==> src/design/dmoc_pkg.sv <==
// ----------------------------------------------------------------------------
// dmoc_pkg
// Shared types and constants of the budgeted direct-mapped object cache.
// ----------------------------------------------------------------------------
package dmoc_pkg;

  localparam int OFF_W       = 64;
  localparam int KIND_W      = 3;
  localparam int SIZE_W      = 32;
  localparam int HND_W       = 32;
  localparam int BUD_W       = 42;
  localparam int CFG_IDX_W   = 8;
  localparam int IN_TDATA_W  = 136;
  localparam int OUT_TDATA_W = 112;

  localparam logic [CFG_IDX_W-1:0] CFG_MEM_LIMIT = 8'd0;
  localparam logic [CFG_IDX_W-1:0] CFG_SEQ_MODE  = 8'd1;
  localparam logic [BUD_W-1:0]     LIMIT_RST     = 42'd67108864;
  localparam logic [KIND_W-1:0]    BLOB_KIND     = 3'd3;

  typedef struct packed {
    logic [OFF_W-1:0]  key;
    logic [SIZE_W-1:0] bytes;
    logic [KIND_W-1:0] kind;
    logic [HND_W-1:0]  hnd;
  } rec_t;

  typedef enum logic [4:0] {
    CMD_NONE, CMD_CLEAR, CMD_LOAD, CMD_HADD, CMD_MOD, CMD_RD_S, CMD_CAP_S, CMD_DEC,
    CMD_WR1, CMD_WR2, CMD_EV_START, CMD_P_RD, CMD_P_GO, CMD_E_RD, CMD_E_CHK,
    CMD_E_END, CMD_RES_LU, CMD_RES_OK, CMD_RES_NO
  } dp_cmd_t;

  typedef enum logic [4:0] {
    ST_CLEAR, ST_IDLE, ST_HADD, ST_MOD, ST_RD_S, ST_CAP_S, ST_DEC, ST_WR1, ST_WR2,
    ST_EV_START, ST_P_RD, ST_P_GO, ST_E_TEST, ST_E_RD, ST_E_CHK,
    ST_RES_LU, ST_RES_OK, ST_RES_NO
  } ctrl_state_t;

  typedef struct packed {
    logic clr_last;
    logic hadd_last;
    logic mod_last;
    logic is_store;
    logic oversize;
    logic need_evict;
    logic refuse2;
    logic need_w2;
    logic e_cont;
    logic blobs;
    logic out_free;
  } dp_status_t;

endpackage

==> src/design/dmoc_ctrl.sv <==
// ----------------------------------------------------------------------------
// dmoc_ctrl
// Sequencer of the cache: steps each transaction through hashing, slot
// access, eviction and result delivery.
// ----------------------------------------------------------------------------
module dmoc_ctrl (
  input  logic                 clk,
  input  logic                 rst_n,
  input  logic                 in_valid,
  input  dmoc_pkg::dp_status_t st,
  output logic                 in_ready,
  output dmoc_pkg::dp_cmd_t    cmd
);
  import dmoc_pkg::*;

  ctrl_state_t state_r, state_nxt;

  always_ff @(posedge clk) begin
    if (!rst_n) begin
      state_r <= ST_CLEAR;
    end else begin
      state_r <= state_nxt;
    end
  end

  always_comb begin
    state_nxt = state_r;
    case (state_r)
      ST_CLEAR:    if (st.clr_last) state_nxt = ST_IDLE;
      ST_IDLE:     if (in_valid) state_nxt = ST_HADD;
      ST_HADD:     if (st.hadd_last) state_nxt = ST_MOD;
      ST_MOD:      if (st.mod_last) state_nxt = ST_RD_S;
      ST_RD_S:     state_nxt = ST_CAP_S;
      ST_CAP_S:    state_nxt = ST_DEC;
      ST_DEC: begin
        if (!st.is_store) state_nxt = ST_RES_LU;
        else if (st.oversize || st.refuse2) state_nxt = ST_RES_NO;
        else if (st.need_evict) state_nxt = ST_EV_START;
        else state_nxt = ST_WR1;
      end
      ST_WR1:      state_nxt = st.need_w2 ? ST_WR2 : ST_RES_OK;
      ST_WR2:      state_nxt = ST_RES_OK;
      ST_EV_START: state_nxt = ST_P_RD;
      ST_P_RD:     state_nxt = ST_P_GO;
      ST_P_GO:     state_nxt = ST_E_TEST;
      ST_E_TEST: begin
        if (st.e_cont) state_nxt = ST_E_RD;
        else if (st.blobs) state_nxt = ST_P_RD;
        else state_nxt = ST_RD_S;
      end
      ST_E_RD:     state_nxt = ST_E_CHK;
      ST_E_CHK:    state_nxt = ST_E_TEST;
      ST_RES_LU, ST_RES_OK, ST_RES_NO: if (st.out_free) state_nxt = ST_IDLE;
      default:     state_nxt = ST_CLEAR;
    endcase
  end

  always_comb begin
    in_ready = 1'b0;
    cmd      = CMD_NONE;
    case (state_r)
      ST_CLEAR:    cmd = CMD_CLEAR;
      ST_IDLE: begin
        in_ready = 1'b1;
        if (in_valid) cmd = CMD_LOAD;
      end
      ST_HADD:     cmd = CMD_HADD;
      ST_MOD:      cmd = CMD_MOD;
      ST_RD_S:     cmd = CMD_RD_S;
      ST_CAP_S:    cmd = CMD_CAP_S;
      ST_DEC:      cmd = CMD_DEC;
      ST_WR1:      cmd = CMD_WR1;
      ST_WR2:      cmd = CMD_WR2;
      ST_EV_START: cmd = CMD_EV_START;
      ST_P_RD:     cmd = CMD_P_RD;
      ST_P_GO:     cmd = CMD_P_GO;
      ST_E_TEST:   if (!st.e_cont) cmd = CMD_E_END;
      ST_E_RD:     cmd = CMD_E_RD;
      ST_E_CHK:    cmd = CMD_E_CHK;
      ST_RES_LU:   if (st.out_free) cmd = CMD_RES_LU;
      ST_RES_OK:   if (st.out_free) cmd = CMD_RES_OK;
      ST_RES_NO:   if (st.out_free) cmd = CMD_RES_NO;
      default:     cmd = CMD_NONE;
    endcase
  end

endmodule

==> config.mk <==
export PLATFORM = sky130hd
export DESIGN_NAME = dmoc_ctrl
export DESIGN_NICKNAME = d
export VERILOG_FILES = /design/src/design/dmoc_pkg.sv /design/src/design/dmoc_ctrl.sv
export SDC_FILE = /design/constraint.sdc
export NUM_CORES = 1
export LEC_CHECK = 0
export BUFFER_PORTS_ARGS = -buffer_cell sky130_fd_sc_hd__buf_4
export CAP_MARGIN = 20
export CORE_MARGIN = 5
export CORE_UTILIZATION = 31
export DETAILED_ROUTE_END_ITERATION = 8
export HOLD_SLACK_MARGIN = 0.1
export SLEW_MARGIN = 15
export SYNTH_ARGS = -nofsm -noshare
export SYNTH_HDL_FRONTEND = slang
export SYNTH_SLANG_ARGS = --single-unit
==> constraint.sdc <==
create_clock -name clk -period 1.7 [get_ports clk]
set_input_delay 0.255 -clock clk [delete_from_list [all_inputs] [get_ports clk]]
set_output_delay 0.255 -clock clk [all_outputs]
set_load 0.03 [all_outputs]
==> flow_metrics.py <==
metrics = {
    "global_routing": {
        "grt.total_usage_pct": 14.56,
        "first_global_vias": 828,
        "grt.overflow.total": 0,
        "antenna_found_initial": 0,
        "grt_pass1_wl_mm": 3.767,
        "grt_max_degree": 15,
    },
    "floorplan": {
        "io_pins": 20,
        "die_width_microns": 57.16,
        "start_util_pct": 31.78,
        "std_cell_rows": 17,
        "core_sq_mm": 0.002170,
        "fp.dieH_microns": 57.16,
        "dieArea_sq_mm": 0.003267,
    },
    "hold_path": {
        "hp-class": "in -> reg",
    },
    "cells_and_area": {
        "stdcell_area_sq_mm": 0.001061,
        "largest_reg_flops": 5,
        "nets": 142,
        "most-common-layout-cells": "35 x buf_4, 10 x nor2_1, 6 x a21oi_1",
        "reg_top3": "state_r (5)",
        "area_delta_synth_final_pct": 53.90,
        "layout_commonest_cell": "buf_4",
        "finalNonFillerCells": 155,
        "drive_above_1_share_pct": 44.09,
        "fillerInstances": 213,
        "diodes": 0,
        "top_register": "state_r",
    },
    "detailed_routing": {
        "vias": 881,
        "wirelength_mm": 2.263,
        "routedWlPerCell_microns": 14.60,
        "firstDrtPassIters": 4,
        "drt-initial-drc-count": 25,
        "post-route-drc-count": 0,
        "antenna_left": 0,
        "avgViaCountPerCell": 5.684,
    },
    "status": {
        "status": "finished clean",
    },
    "sta": {
        "hold_slack_ns": 0.2710,
        "finalClockSkew_ns": 0.01329,
        "max_freq_mhz": 591.8,
        "finalCritPeriodShare_pct": 99.39,
        "tns_ns": 0,
        "final-setup-viol-count": 0,
        "relSlewSlack_pct": 78.84,
        "rsz0062_at_grt": "true",
        "report.final.slew_viol_count": 0,
        "tightest_slew_ns": 0.3133,
        "fin_crit_ns": 1.690,
        "hold_viol_final": 0,
    },
    "flow_run": {
        "drv_cap": 0,
    },
    "logic_synthesis": {
        "avgSynthCellArea_sq_um": 7.413,
        "yosysWarnings": 0,
        "netlist_instances": 93,
        "yosys_register_bits": 5,
        "synth-main-ff-cell": "dfxtp_1",
        "yosysSeqAreaShare_pct": 14.52,
        "synth-edff-count": 0,
        "synthesis.area_sq_um": 689.4,
        "synthArstFlopShare_pct": 0,
        "yosysUniqueCellTypes": 45,
        "syn-num-nets": 107,
    },
    "power": {
        "vdd_drop_max_v": 0.0003895,
        "cellLeakagePower_nw": 0.4326,
        "power.density_mw_per_mm2": 894.6,
    },
    "cts": {
        "postCtsHoldBufs": 0,
        "cts_inserted_buffers": 3,
        "clock-sinks": 5,
        "h-tree-depth": 1,
        "cts-root-buf": "clkbuf_4",
        "cts.clk_slew.worst_paths_ns": 0.06,
        "cts_tree": "yes",
        "clkLatencyLatePin_ns": 0.26,
        "clk_path_buf_depth": 2,
    },
    "worst_setup_path": {
        "arrival_ns": 1.43,
        "worstPathRequired_ns": 1.44,
        "cp_max_fo": 6,
        "startpoint_type": "flip-flop",
        "end_kind": "output pin",
        "crit_type": "reg -> out",
    },
    "place": {
        "dp.cells": 146,
        "place_area_sq_um": 942.2,
        "io_buffers": 19,
        "gp_congestion": 0.8674,
        "dpl.hpwl_mm": 1.607,
    },
}
[cell type report]
| cell class | count | area, sq um | area share [%] |
|---|---|---|---|
| clock buffer | 4 | 26.28 | 2.476 |
| sequential | 5 | 111.4 | 10.50 |
| tap | 28 | 35.03 | 3.302 |
| inverter | 2 | 7.507 | 0.7075 |
| timing repair buffer | 39 | 316.6 | 29.83 |
| multi-input combinational | 77 | 564.3 | 53.18 |
[final timing paths]
| path | endpoint | cells after the start | slack, ns | startpoint |
|---|---|---|---|---|
| max | cmd[1] | 6 | 0.01 | state_r[2] |
| max reg2reg | state_r[2] | 6 | 0.12 | state_r[2] |
| min | state_r[2] | 2 | 0.27 | rst_n |
| min reg2reg | state_r[0] | 1 | 0.64 | state_r[0] |
[metrics by stage]
step / setup slack [ns] / utilization (%) / total power, mW
final: 0.01029 / 48.90 / 0.9492
after global routing: -0.04464 / 48.90 / 1.003
after CTS: 0.003125 / 47.52 / 0.8987
after detailed placement: -0.04247 / 43.43 / 0.7175
after global placement: 0.03212 / 43.43 / 0.7120
after floorplan: 0.03295 / - / 0.5667
[layer usage]
layer / GRT usage (%) / wire (microns)
met5: 0 / 0
met4: 8.940 / 63
met3: 2.489 / 124
met2: 24.63 / 1131
met1: 16.96 / 944
[worst max-delay path, cell delays in order (launching register included)]
cell	delay [ns]
dfxtp_4	0.40
buf_4	0.13
nand3b_1	0.12
a21oi_2	0.15
a31oi_1	0.06
o22ai_2	0.16
buf_6	0.15
[report_power, final]
| part | switching (mW) | total, mW | leakage, nW | internal, mW |
|---|---|---|---|---|
| combinational | 0.312 | 0.599 | 0.374 | 0.287 |
| clock | 0.0606 | 0.150 | 0.0150 | 0.0895 |
| sequential | 0.0565 | 0.200 | 0.0435 | 0.144 |
| total | 0.429 | 0.949 | 0.433 | 0.520 |
[cell usage after synthesis (2+ instances only)]
cell	count	area, sq um
nor2_1	10	37.54
nand2b_1	2	12.51
nor2b_1	3	18.77
buf_2	3	15.01
nand2_1	5	18.77
dfxtp_1	5	100.1
a21oi_1	7	35.03
nand3_1	3	15.01
o22ai_1	2	12.51
mux2i_1	3	30.03
o21ai_0	5	25.02
buf_4	3	22.52
a31oi_1	2	12.51
nor4b_1	2	17.52
nand3b_1	3	22.52
nor3_1	3	15.01
inv_1	2	7.510
clkbuf_1	2	7.510
o21a_1	2	15.01
[cell families after synthesis]
family / Yosys count / synth area share, %
simple gates: 44 / 41.74
compound gates: 30 / 30.13
buf+inv: 11 / 9.256
flops: 5 / 14.52
mux: 3 / 4.356
[what timing repair did]
item	4_1_cts	5_1_grt
gates cloned	0	0
pin swaps	1	3
setup buffers	3	2
endpoints found under the setup margin	8	5
resized for setup	9	5
Note: power is estimated with default switching activity, not from simulation.
